**src/sv/tbi_pkg.sv**
```systemverilog
`timescale 1ns / 1ps

package tbi_pkg;

   localparam int MAX_POINTS  = 16;
   localparam int ANGLE_BITS  = 16;
   localparam int IDX_BITS    = $clog2(MAX_POINTS);
   localparam int CNT_BITS    = 5;
   localparam int PROD_BITS   = 2 * ANGLE_BITS;
   localparam int STEP_BITS   = $clog2(ANGLE_BITS + 1);
   localparam int QUEUE_DEPTH = 2;
   localparam int QPTR_BITS   = $clog2(QUEUE_DEPTH);
   localparam int QCNT_BITS   = $clog2(QUEUE_DEPTH + 1);

   typedef enum logic {
      OP_LOAD  = 1'b0,
      OP_QUERY = 1'b1
   } op_type;

   typedef struct packed {
      op_type                  op;
      logic [IDX_BITS-1:0]     index;
      logic [ANGLE_BITS-1:0]   pan;
      logic [ANGLE_BITS-1:0]   lower;
      logic [ANGLE_BITS-1:0]   upper;
      logic [CNT_BITS-1:0]     count;
   } cmd_type;

   // front -> queue
   typedef struct packed {
      logic    push;
      cmd_type cmd;
   } push_type;

   // queue -> back
   typedef struct packed {
      logic    valid;
      cmd_type cmd;
   } head_type;

   typedef enum logic [2:0] {
      BK_IDLE,
      BK_SCAN,
      BK_PREV,
      BK_MUL_UP,
      BK_MUL_LO,
      BK_DIV_GO,
      BK_DIV_WAIT
   } back_state_type;

endpackage

```
**src/sv/tbi_front.sv**
```systemverilog
`timescale 1ns / 1ps

module tbi_front
   import tbi_pkg::*;
(
   input  logic                  clock,
   input  logic                  reset,
   input  logic                  start,
   input  logic                  queue_full,
   output logic                  busy,
   input  logic                  req_type,
   input  logic [IDX_BITS-1:0]   req_entry_index,
   input  logic [ANGLE_BITS-1:0] req_point_pan,
   input  logic [ANGLE_BITS-1:0] req_point_lower,
   input  logic [ANGLE_BITS-1:0] req_point_upper,
   input  logic [ANGLE_BITS-1:0] req_query_pan,
   input  logic                  csr_write_enable,
   input  logic [CNT_BITS-1:0]   csr_write_data,
   output push_type              push
);

   logic [CNT_BITS-1:0] points_ff;
   logic [CNT_BITS-1:0] points_in;
   logic [CNT_BITS-1:0] count_sat;

   assign points_in = csr_write_enable ? csr_write_data : points_ff;

   always_ff @(posedge clock) begin
      if (reset) begin
         points_ff <= '0;
      end else begin
         points_ff <= points_in;
      end
   end

   // clamp the search length to the table depth
   assign count_sat = (points_ff > CNT_BITS'(MAX_POINTS)) ? CNT_BITS'(MAX_POINTS) : points_ff;

   assign busy = queue_full;

   always_comb begin
      push.push      = start && !queue_full;
      push.cmd.op    = op_type'(req_type);
      push.cmd.index = req_entry_index;
      push.cmd.lower = req_point_lower;
      push.cmd.upper = req_point_upper;
      push.cmd.count = count_sat;
      unique case (op_type'(req_type))
         OP_LOAD:  push.cmd.pan = req_point_pan;
         OP_QUERY: push.cmd.pan = req_query_pan;
         default:  push.cmd.pan = req_query_pan;
      endcase
   end

endmodule

```
**src/sv/tbi_cmd_queue.sv**
```systemverilog
`timescale 1ns / 1ps

module tbi_cmd_queue
   import tbi_pkg::*;
(
   input  logic     clock,
   input  logic     reset,
   input  push_type push,
   input  logic     pop,
   output logic     full,
   output head_type head
);

   cmd_type                entry_ff [QUEUE_DEPTH];
   logic [QPTR_BITS-1:0]   wr_ptr_ff, wr_ptr_in;
   logic [QPTR_BITS-1:0]   rd_ptr_ff, rd_ptr_in;
   logic [QCNT_BITS-1:0]   fill_ff, fill_in;
   logic                   do_push;
   logic                   do_pop;

   assign full      = (fill_ff == QCNT_BITS'(QUEUE_DEPTH));
   assign do_push   = push.push && !full;
   assign do_pop    = pop && (fill_ff != '0);
   assign head.valid = (fill_ff != '0);
   assign head.cmd   = entry_ff[rd_ptr_ff];

   always_comb begin
      wr_ptr_in = wr_ptr_ff;
      rd_ptr_in = rd_ptr_ff;
      fill_in   = fill_ff;
      if (do_push) begin
         wr_ptr_in = (wr_ptr_ff == QPTR_BITS'(QUEUE_DEPTH - 1)) ? '0 : wr_ptr_ff + 1'b1;
      end
      if (do_pop) begin
         rd_ptr_in = (rd_ptr_ff == QPTR_BITS'(QUEUE_DEPTH - 1)) ? '0 : rd_ptr_ff + 1'b1;
      end
      priority if (do_push && !do_pop) begin
         fill_in = fill_ff + 1'b1;
      end else if (do_pop && !do_push) begin
         fill_in = fill_ff - 1'b1;
      end
   end

   always_ff @(posedge clock) begin
      if (reset) begin
         wr_ptr_ff <= '0;
         rd_ptr_ff <= '0;
         fill_ff   <= '0;
      end else begin
         wr_ptr_ff <= wr_ptr_in;
         rd_ptr_ff <= rd_ptr_in;
         fill_ff   <= fill_in;
      end
   end

   always_ff @(posedge clock) begin
      if (do_push) begin
         entry_ff[wr_ptr_ff] <= push.cmd;
      end
   end

endmodule

```
**src/sv/tbi_divider.sv**
```systemverilog
`timescale 1ns / 1ps

module tbi_divider
   import tbi_pkg::*;
(
   input  logic                  clock,
   input  logic                  reset,
   input  logic                  start,
   input  logic [PROD_BITS-1:0]  dividend,
   input  logic [ANGLE_BITS-1:0] divisor,
   output logic                  done,
   output logic [ANGLE_BITS-1:0] quotient
);

   // restoring, one quotient bit per cycle; caller guarantees the upper
   // half of the dividend is below the divisor
   logic                  busy_ff, busy_in;
   logic                  done_ff, done_in;
   logic [STEP_BITS-1:0]  cnt_ff, cnt_in;
   logic [ANGLE_BITS-1:0] rem_ff, rem_in;
   logic [ANGLE_BITS-1:0] sh_ff, sh_in;
   logic [ANGLE_BITS-1:0] div_ff, div_in;
   logic [ANGLE_BITS:0]   trial;
   logic [ANGLE_BITS:0]   diff;
   logic                  take;

   assign trial = {rem_ff, sh_ff[ANGLE_BITS-1]};
   assign diff  = trial - {1'b0, div_ff};
   assign take  = (trial >= {1'b0, div_ff});

   always_comb begin
      busy_in = busy_ff;
      done_in = 1'b0;
      cnt_in  = cnt_ff;
      rem_in  = rem_ff;
      sh_in   = sh_ff;
      div_in  = div_ff;
      if (start) begin
         busy_in = 1'b1;
         cnt_in  = STEP_BITS'(ANGLE_BITS);
         rem_in  = dividend[PROD_BITS-1:ANGLE_BITS];
         sh_in   = dividend[ANGLE_BITS-1:0];
         div_in  = divisor;
      end else if (busy_ff) begin
         rem_in = take ? diff[ANGLE_BITS-1:0] : trial[ANGLE_BITS-1:0];
         sh_in  = {sh_ff[ANGLE_BITS-2:0], take};
         cnt_in = cnt_ff - 1'b1;
         if (cnt_ff == STEP_BITS'(1)) begin
            busy_in = 1'b0;
            done_in = 1'b1;
         end
      end
   end

   always_ff @(posedge clock) begin
      if (reset) begin
         busy_ff <= 1'b0;
         done_ff <= 1'b0;
         cnt_ff  <= '0;
      end else begin
         busy_ff <= busy_in;
         done_ff <= done_in;
         cnt_ff  <= cnt_in;
      end
   end

   always_ff @(posedge clock) begin
      rem_ff <= rem_in;
      sh_ff  <= sh_in;
      div_ff <= div_in;
   end

   assign done     = done_ff;
   assign quotient = sh_ff;

endmodule

```
**src/sv/tbi_back.sv**
```systemverilog
`timescale 1ns / 1ps

module tbi_back
   import tbi_pkg::*;
(
   input  logic                  clock,
   input  logic                  reset,
   input  head_type              head,
   output logic                  pop,
   output logic                  rsp_strobe,
   output logic                  rsp_reachable,
   output logic [ANGLE_BITS-1:0] rsp_tilt_upper,
   output logic [ANGLE_BITS-1:0] rsp_tilt_lower
);

   // breakpoint table, one write and one registered read port
   logic signed [ANGLE_BITS-1:0] pan_mem_ff   [MAX_POINTS];
   logic signed [ANGLE_BITS-1:0] lower_mem_ff [MAX_POINTS];
   logic signed [ANGLE_BITS-1:0] upper_mem_ff [MAX_POINTS];
   logic signed [ANGLE_BITS-1:0] rd_pan_ff, rd_lower_ff, rd_upper_ff;
   logic [IDX_BITS-1:0]          rd_addr;
   logic                         mem_we;

   back_state_type state_ff, state_in;

   logic [IDX_BITS-1:0]          idx_ff;
   logic [CNT_BITS-1:0]          count_ff;
   logic signed [ANGLE_BITS-1:0] pan_ff;
   logic signed [ANGLE_BITS-1:0] xe_ff, le_ff, ue_ff;
   logic signed [ANGLE_BITS-1:0] base_up_ff, base_lo_ff;
   logic [ANGLE_BITS-1:0]        mag_up_ff, mag_lo_ff;
   logic                         neg_up_ff, neg_lo_ff;
   logic [ANGLE_BITS-1:0]        den_ff, t_ff;
   logic [PROD_BITS-1:0]         prod_up_ff, prod_lo_ff;

   logic                  rsp_strobe_ff, rsp_strobe_in;
   logic                  rsp_reach_ff, rsp_reach_in;
   logic [ANGLE_BITS-1:0] rsp_upper_ff, rsp_upper_in;
   logic [ANGLE_BITS-1:0] rsp_lower_ff, rsp_lower_in;

   logic                  is_query;
   logic                  hit;
   logic                  exact;
   logic                  last;
   logic                  div_start;
   logic                  done_up, done_lo;
   logic [ANGLE_BITS-1:0] q_up, q_lo;

   logic signed [ANGLE_BITS:0]   den_w, t_w, d_up_w, d_lo_w;
   logic signed [ANGLE_BITS+1:0] res_up_w, res_lo_w;

   assign is_query = head.valid && (head.cmd.op == OP_QUERY);
   assign hit      = (rd_pan_ff >= pan_ff);
   assign exact    = (rd_pan_ff == pan_ff);
   assign last     = (({1'b0, idx_ff} + 1'b1) == count_ff);

   // previous breakpoint arrives in BK_PREV
   assign den_w  = {xe_ff[ANGLE_BITS-1], xe_ff} - {rd_pan_ff[ANGLE_BITS-1], rd_pan_ff};
   assign t_w    = {pan_ff[ANGLE_BITS-1], pan_ff} - {rd_pan_ff[ANGLE_BITS-1], rd_pan_ff};
   assign d_up_w = {ue_ff[ANGLE_BITS-1], ue_ff} - {rd_upper_ff[ANGLE_BITS-1], rd_upper_ff};
   assign d_lo_w = {le_ff[ANGLE_BITS-1], le_ff} - {rd_lower_ff[ANGLE_BITS-1], rd_lower_ff};

   assign res_up_w = neg_up_ff
      ? {{2{base_up_ff[ANGLE_BITS-1]}}, base_up_ff} - {2'b00, q_up}
      : {{2{base_up_ff[ANGLE_BITS-1]}}, base_up_ff} + {2'b00, q_up};
   assign res_lo_w = neg_lo_ff
      ? {{2{base_lo_ff[ANGLE_BITS-1]}}, base_lo_ff} - {2'b00, q_lo}
      : {{2{base_lo_ff[ANGLE_BITS-1]}}, base_lo_ff} + {2'b00, q_lo};

   // next state
   always_comb begin
      state_in = state_ff;
      unique case (state_ff)
         BK_IDLE: begin
            if (is_query && (head.cmd.count != '0)) begin
               state_in = BK_SCAN;
            end
         end
         BK_SCAN: begin
            priority if (hit) begin
               state_in = (exact || (idx_ff == '0)) ? BK_IDLE : BK_PREV;
            end else if (last) begin
               state_in = BK_IDLE;
            end
         end
         BK_PREV:     state_in = BK_MUL_UP;
         BK_MUL_UP:   state_in = BK_MUL_LO;
         BK_MUL_LO:   state_in = BK_DIV_GO;
         BK_DIV_GO:   state_in = BK_DIV_WAIT;
         BK_DIV_WAIT: begin
            if (done_up && done_lo) begin
               state_in = BK_IDLE;
            end
         end
         default:     state_in = BK_IDLE;
      endcase
   end

   // outputs
   always_comb begin
      pop           = 1'b0;
      mem_we        = 1'b0;
      rd_addr       = '0;
      div_start     = 1'b0;
      rsp_strobe_in = 1'b0;
      rsp_reach_in  = 1'b0;
      rsp_upper_in  = '0;
      rsp_lower_in  = '0;
      unique case (state_ff)
         BK_IDLE: begin
            pop = head.valid;
            if (head.valid && (head.cmd.op == OP_LOAD)) begin
               mem_we = 1'b1;
            end
            if (is_query && (head.cmd.count == '0)) begin
               rsp_strobe_in = 1'b1;
            end
         end
         BK_SCAN: begin
            rd_addr = hit ? idx_ff - 1'b1 : idx_ff + 1'b1;
            priority if (hit && exact) begin
               rsp_strobe_in = 1'b1;
               rsp_reach_in  = 1'b1;
               rsp_upper_in  = rd_upper_ff;
               rsp_lower_in  = rd_lower_ff;
            end else if (hit && (idx_ff == '0)) begin
               rsp_strobe_in = 1'b1;
            end else if (!hit && last) begin
               rsp_strobe_in = 1'b1;
            end
         end
         BK_DIV_GO: div_start = 1'b1;
         BK_DIV_WAIT: begin
            if (done_up && done_lo) begin
               rsp_strobe_in = 1'b1;
               rsp_reach_in  = 1'b1;
               rsp_upper_in  = res_up_w[ANGLE_BITS-1:0];
               rsp_lower_in  = res_lo_w[ANGLE_BITS-1:0];
            end
         end
         BK_PREV, BK_MUL_UP, BK_MUL_LO: begin
         end
         default: begin
         end
      endcase
   end

   always_ff @(posedge clock) begin
      if (reset) begin
         state_ff      <= BK_IDLE;
         rsp_strobe_ff <= 1'b0;
      end else begin
         state_ff      <= state_in;
         rsp_strobe_ff <= rsp_strobe_in;
      end
   end

   always_ff @(posedge clock) begin
      rsp_reach_ff <= rsp_reach_in;
      rsp_upper_ff <= rsp_upper_in;
      rsp_lower_ff <= rsp_lower_in;
   end

   // table
   always_ff @(posedge clock) begin
      if (mem_we) begin
         pan_mem_ff[head.cmd.index]   <= head.cmd.pan;
         lower_mem_ff[head.cmd.index] <= head.cmd.lower;
         upper_mem_ff[head.cmd.index] <= head.cmd.upper;
      end
      rd_pan_ff   <= pan_mem_ff[rd_addr];
      rd_lower_ff <= lower_mem_ff[rd_addr];
      rd_upper_ff <= upper_mem_ff[rd_addr];
   end

   // datapath
   always_ff @(posedge clock) begin
      unique case (state_ff)
         BK_IDLE: begin
            idx_ff   <= '0;
            count_ff <= head.cmd.count;
            pan_ff   <= head.cmd.pan;
         end
         BK_SCAN: begin
            idx_ff <= idx_ff + 1'b1;
            xe_ff  <= rd_pan_ff;
            le_ff  <= rd_lower_ff;
            ue_ff  <= rd_upper_ff;
         end
         BK_PREV: begin
            den_ff     <= den_w[ANGLE_BITS-1:0];
            t_ff       <= t_w[ANGLE_BITS-1:0];
            base_up_ff <= rd_upper_ff;
            base_lo_ff <= rd_lower_ff;
            neg_up_ff  <= d_up_w[ANGLE_BITS];
            neg_lo_ff  <= d_lo_w[ANGLE_BITS];
            mag_up_ff  <= d_up_w[ANGLE_BITS] ? ANGLE_BITS'(-d_up_w) : d_up_w[ANGLE_BITS-1:0];
            mag_lo_ff  <= d_lo_w[ANGLE_BITS] ? ANGLE_BITS'(-d_lo_w) : d_lo_w[ANGLE_BITS-1:0];
         end
         BK_MUL_UP: prod_up_ff <= mag_up_ff * t_ff;
         BK_MUL_LO: prod_lo_ff <= mag_lo_ff * t_ff;
         BK_DIV_GO, BK_DIV_WAIT: begin
         end
         default: begin
         end
      endcase
   end

   tbi_divider u_div_up (
      .clock    (clock),
      .reset    (reset),
      .start    (div_start),
      .dividend (prod_up_ff),
      .divisor  (den_ff),
      .done     (done_up),
      .quotient (q_up)
   );

   tbi_divider u_div_lo (
      .clock    (clock),
      .reset    (reset),
      .start    (div_start),
      .dividend (prod_lo_ff),
      .divisor  (den_ff),
      .done     (done_lo),
      .quotient (q_lo)
   );

   assign rsp_strobe     = rsp_strobe_ff;
   assign rsp_reachable  = rsp_reach_ff;
   assign rsp_tilt_upper = rsp_upper_ff;
   assign rsp_tilt_lower = rsp_lower_ff;

endmodule

```
**src/sv/tilt_bound_interpolator.sv**
```systemverilog
`timescale 1ns / 1ps
// Tilt limit lookup by pan angle over a table of up to 16 breakpoints.
// Input channel: a beat is taken on a rising edge with start high and busy low.
//   req_type selects load (writes slot req_entry_index) or query (req_query_pan).
//   Loads give no result; each query gives exactly one result beat.
// Result channel: rsp_strobe marks a beat that is valid for one cycle only;
//   there is no backpressure, the receiver must take every beat as it comes.
// Config: csr_write_enable/csr_write_data set points_in_use; write it idle only.
// Structure: the front takes beats into a 2-entry command queue; busy means
//   the queue is full. The back pops commands and runs them one at a time.
// The back scans linearly for the first breakpoint at or above the pan,
//   one entry a cycle through the registered table read. An empty table
//   is answered without a scan; an exact hit, a pan below the table or a
//   pan beyond the searched entries ends the scan; any other query is
//   interpolated with a multiply and the 16-step restoring divider.
//   A load writes its slot when the back pops it from the queue. Commands
//   queued behind a busy back wait for it to finish.
// Reset clears the queue, the sequencer and points_in_use to 0; the table
//   holds whatever it held and must be loaded before it is searched.
module tilt_bound_interpolator
   import tbi_pkg::*;
(
   input  logic                  clock,
   input  logic                  reset,
   input  logic                  start,
   output logic                  busy,
   input  logic                  req_type,
   input  logic [IDX_BITS-1:0]   req_entry_index,
   input  logic [ANGLE_BITS-1:0] req_point_pan,
   input  logic [ANGLE_BITS-1:0] req_point_lower,
   input  logic [ANGLE_BITS-1:0] req_point_upper,
   input  logic [ANGLE_BITS-1:0] req_query_pan,
   output logic                  rsp_strobe,
   output logic                  rsp_reachable,
   output logic [ANGLE_BITS-1:0] rsp_tilt_upper,
   output logic [ANGLE_BITS-1:0] rsp_tilt_lower,
   input  logic                  csr_write_enable,
   input  logic [CNT_BITS-1:0]   csr_write_data
);

   push_type push;
   head_type head;
   logic     queue_full;
   logic     pop;

   // front: takes beats, holds points_in_use, tags queries with the clamped count
   tbi_front u_front (
      .clock            (clock),
      .reset            (reset),
      .start            (start),
      .queue_full       (queue_full),
      .busy             (busy),
      .req_type         (req_type),
      .req_entry_index  (req_entry_index),
      .req_point_pan    (req_point_pan),
      .req_point_lower  (req_point_lower),
      .req_point_upper  (req_point_upper),
      .req_query_pan    (req_query_pan),
      .csr_write_enable (csr_write_enable),
      .csr_write_data   (csr_write_data),
      .push             (push)
   );

   // keeps loads and queries in arrival order
   tbi_cmd_queue u_queue (
      .clock (clock),
      .reset (reset),
      .push  (push),
      .pop   (pop),
      .full  (queue_full),
      .head  (head)
   );

   // back: table, scan sequencer, multiply and divide
   tbi_back u_back (
      .clock          (clock),
      .reset          (reset),
      .head           (head),
      .pop            (pop),
      .rsp_strobe     (rsp_strobe),
      .rsp_reachable  (rsp_reachable),
      .rsp_tilt_upper (rsp_tilt_upper),
      .rsp_tilt_lower (rsp_tilt_lower)
   );

endmodule

```
**config.mk**
```make
export PLATFORM = sky130hd
export DESIGN_NAME = tilt_bound_interpolator
export DESIGN_NICKNAME = d
export VERILOG_FILES = /design/src/sv/tbi_pkg.sv /design/src/sv/tbi_front.sv /design/src/sv/tbi_cmd_queue.sv /design/src/sv/tbi_divider.sv /design/src/sv/tbi_back.sv /design/src/sv/tilt_bound_interpolator.sv
export SDC_FILE = /design/constraint.sdc
export NUM_CORES = 2
export LEC_CHECK = 0
export BUFFER_PORTS_ARGS = -buffer_cell sky130_fd_sc_hd__buf_4
export CAP_MARGIN = 20
export CORE_MARGIN = 2
export CORE_UTILIZATION = 60
export DETAILED_ROUTE_END_ITERATION = 8
export GPL_ROUTABILITY_DRIVEN = 1
export PLACE_DENSITY = 0.8
export SETUP_SLACK_MARGIN = 0.5
export SYNTH_ARGS = -nofsm -noshare
export SYNTH_HDL_FRONTEND = slang
export SYNTH_SLANG_ARGS = --single-unit
```
**constraint.sdc**
```tcl
create_clock -name clock -period 18.82 [get_ports clock]
set_input_delay 0.941 -clock clock [delete_from_list [all_inputs] [get_ports clock]]
set_output_delay 0.941 -clock clock [all_outputs]
set_load 0.01 [all_outputs]
```
==> results by group <==
Clocking
  – Clk sinks: 1308
  – Clk buf depth: 3
  – Cts repair resizes: 0
  – Root Buffer: clkbuf_16
  – Worst skew pair latency: 730 ps
  – CTS tree: built
  – Reg clk slew, reported paths: around 60 ps
  – Hold buffer count at CTS: 0
  – H-tree depth: 3
  – Post-CTS Setup Inserts: 0
  – CTS Buf Count: 121

Detailed routing
  – Detailed Routing Iterations Pass 1: 5
  – DRC viols: 0
  – DR vias: approximately 43000
  – Drt wl/cell: roughly 21 um
  – Routed Antenna Nets: 0
  – Vias per inst: a little under 6
  – Iteration-0 DRC Markers: 3392
  – Routed WL: around 160000 um

Logic synthesis
  – Synth Register Bits: between 1000 and 1500
  – Syn. warnings: 0
  – Synth async-reset ratio: 0%
  – Most numerous cell in the Yosys netlist: edfxtp_1
  – Dominant cell type by area after synthesis: edfxtp_1
  – Synthesized Nets: around 6400
  – Synth top cells by count: edfxtp_1, mux2i_1, inv_1
  – Number of synthesized flops with an enable pin: 1199
  – Synth Cell Area: about 73000 um2
  – Part of the Yosys area used for sequential elements: 52.5%
  – Post-Syn Instances: approximately 5600
  – Synth top area share: just under 50%
  – Area contributors post-synth: edfxtp_1, fa_1, mux2i_1
  – Distinct cell type count after synthesis: 80
  – Syn_area_per_cell: ~13 um2
  – Primary FF master, synth: edfxtp_1

Placed design
  – Placed cells: between 7000 and 8000
  – IO buf count: approximately 110
  – Gpl congestion: just under 0.9
  – Hpwl dp: about 100000 um

Floorplanning
  – Ports: 113
  – Die height: roughly 350 um
  – Initial Util: 60.5%
  – Placeable Area: approximately 120000 um2
  – Die area: roughly 120000 um2
  – Site Rows: roughly 130
  – Die Wd: 352 um

STA
  – Fin. Hold Viols: 0
  – Rel. slew slack: around 27%
  – Measured slew at the worst slew-check pin: 1080 ps
  – Clk_skew: just over 40 ps
  – Unrepaired setup endpoints after global routing: false
  – Final Slew Violations: 0
  – Fmax: between 100 and 150 MHz
  – # setup viols final: 0
  – Final Cycle Share: between 30% and 40%
  – Setup TNS: 0 ps
  – Fin crit period: approximately 7000 ps

Pwr
  – VDD IR max: ~0.14 mV
  – Sw frac: between 30% and 40%
  – Sequential cell fraction of total power: between 30 and 40%
  – Comb power frac: approximately 46%
  – Clock network fraction of total power: roughly a fifth
  – Leakage power: about 31 nW
  – PwrDens: around 150 nW/um2
  – Int Pwr: approximately 7.5 mW
  – Total chip power: between 10 and 15 mW
  – Net Switching: 4.58 mW

Critical path
  – Slowest Stage Delay on Critical Path: 710 ps
  – Arrival @ worst endpoint: approximately 7400 ps
  – Worst Path Required: 19260 ps
  – CP max-delay cell: edfxtp_1
  – Setup CP Type: flop to flop
  – Crit path launch type: flop
  – Reg2Reg Setup Slack: 11850 ps
  – Crit path top cell by count: fa_1
  – Worst-path fanout max: 16
  – Number of buffers and inverters on the critical path: 4
  – CP top delay family: adder cells
  – Critical path, cell by cell: and2_1, fa_1, inv_1, fa_1, fa_1, inv_1, fa_1, fa_1, inv_1, fa_1, inv_1, ha_1, and3_1, a31oi_1, o21ai_0, a21oi_1, o21ai_0, a41o_1, o41ai_1, o21bai_1, a21oi_1, xnor2_1
  – Crit path capture type: flop

Layout
  – Area of the multi-input gates: about 32000 um2
  – Register Area: between 30000 and 40000 um2
  – Non-Filler Instances: 7404
  – Ratio of cells with drive above 1 in the final layout: ~8.7%
  – Final nets: between 6000 and 7000
  – Fillers: about 8500
  – Area delta synth->final: 9.31%

Min path
  – Min-delay worst type: input pin to flop

GRT
  – Overall Global Routing Usage: 25.2%
  – First-pass GRT wire length: approximately 250000 um
  – Vias in the first global route: 44200
  – Largest net degree at the start of global routing: 140
  – Initial antenna violation count: 4
  – Total gr overflow: 0

Run
  – Max-Cap Viols: 0

Outcome
  – Outcome: completed
[worst paths after layout]
kind	start	endpoint	depth (start not counted)
worst max-delay path	u_back.mag_up_ff[8]$_DFFE_PP_	u_back.prod_up_ff[31]$_DFFE_PP_	22
worst min-delay path	req_point_lower[6]	u_queue.entry_ff[0][27]$_DFFE_PP_	1
worst max register to register	u_back.mag_up_ff[8]$_DFFE_PP_	u_back.prod_up_ff[31]$_DFFE_PP_	22
worst min register to register	u_back.den_ff[4]$_DFFE_PP_	u_back.u_div_up.div_ff[4]$_DFFE_PP_	0
[per-layer routing]
metal	up-vias	track usage, %	share of wire (%)
met4	0	7.82	2.8
met1	21700	34.0	42
li1	19600	-	-
met2	1445	43.3	50
met3	288	2.64	5.7
met5	-	0	0
[worst register-to-register path, stage by stage, from the launching register on]
cell      delay [ps]
edfxtp_1         710
and2_1           300
fa_1             530
inv_1             50
fa_1             460
fa_1             520
inv_1             60
fa_1             490
fa_1             490
inv_1             50
fa_1             480
inv_1             40
ha_1             320
and3_1           230
a31oi_1          170
o21ai_0          110
a21oi_1          340
o21ai_0          230
a41o_1           300
o41ai_1          440
o21bai_1         110
a21oi_1          180
xnor2_1           80
[flip-flops by register name (all words and copies together), names as in the netlist, 32 cells and up, named ones only]
signal / cells
u_back.prod_up_ff: 32
u_back.upper_mem_ff: 256
u_back.prod_lo_ff: 32
u_back.pan_mem_ff: 256
u_queue.entry_ff: 116
u_back.lower_mem_ff: 256
[cell usage in the layout, fill, tap and decap left out, drive strengths merged, types with 157 or more instances in the layout]
cell and n:
and2 243, nand2 487, mux2i 752, inv 602, xnor2 165, fa 396
nor2 222, a21oi 157, ha 344, buf 173, edfxtp 1199
[logic make-up after synthesis]
family | share of synthesized area [%]
adder cells (fa/ha/maj) | 16.8
XOR/XNOR | 2.69
multiplexers | 11.5
buffers and inverters | 4.34
AND/OR/NAND/NOR | 7.73
AO/OA/AOI/OAI | 4.39
flip-flops | 52.5
[metrics by stage]
step	area [um2]	hold WS, ps	setup slack [ps]	util [%]
final	79500	413	11850	66.2
after global routing	79500	399	11490	66.1
after CTS	79500	376	11880	66.1
after detailed placement	75300	405	11920	62.7
after global placement	75300	401	11960	62.7
after floorplan	72700	400	12600	-
[power by group through the flow]
stage	clock, mW	combinational (mW)	sequential [mW]
2_1_floorplan	0	4.09	3.97
3_3_place_gp	0	5.38	4.04
3_5_place_dp	0	5.47	4.05
4_1_cts	2.55	5.56	3.99
5_1_grt	2.66	6.18	4.01
6_report	2.52	5.58	3.99
[layout make-up]
class                      count  area share (%)
multi-input combinational   3487            39.7
tap                         1612            2.54
antenna                        1         0.00315
clock buffer                 152            4.08
timing repair buffer         173            1.68
clock inverter                78            1.14
inverter                     593            2.80
sequential                  1308            48.1
No activity file was read; power rests on OpenSTA's default activity.
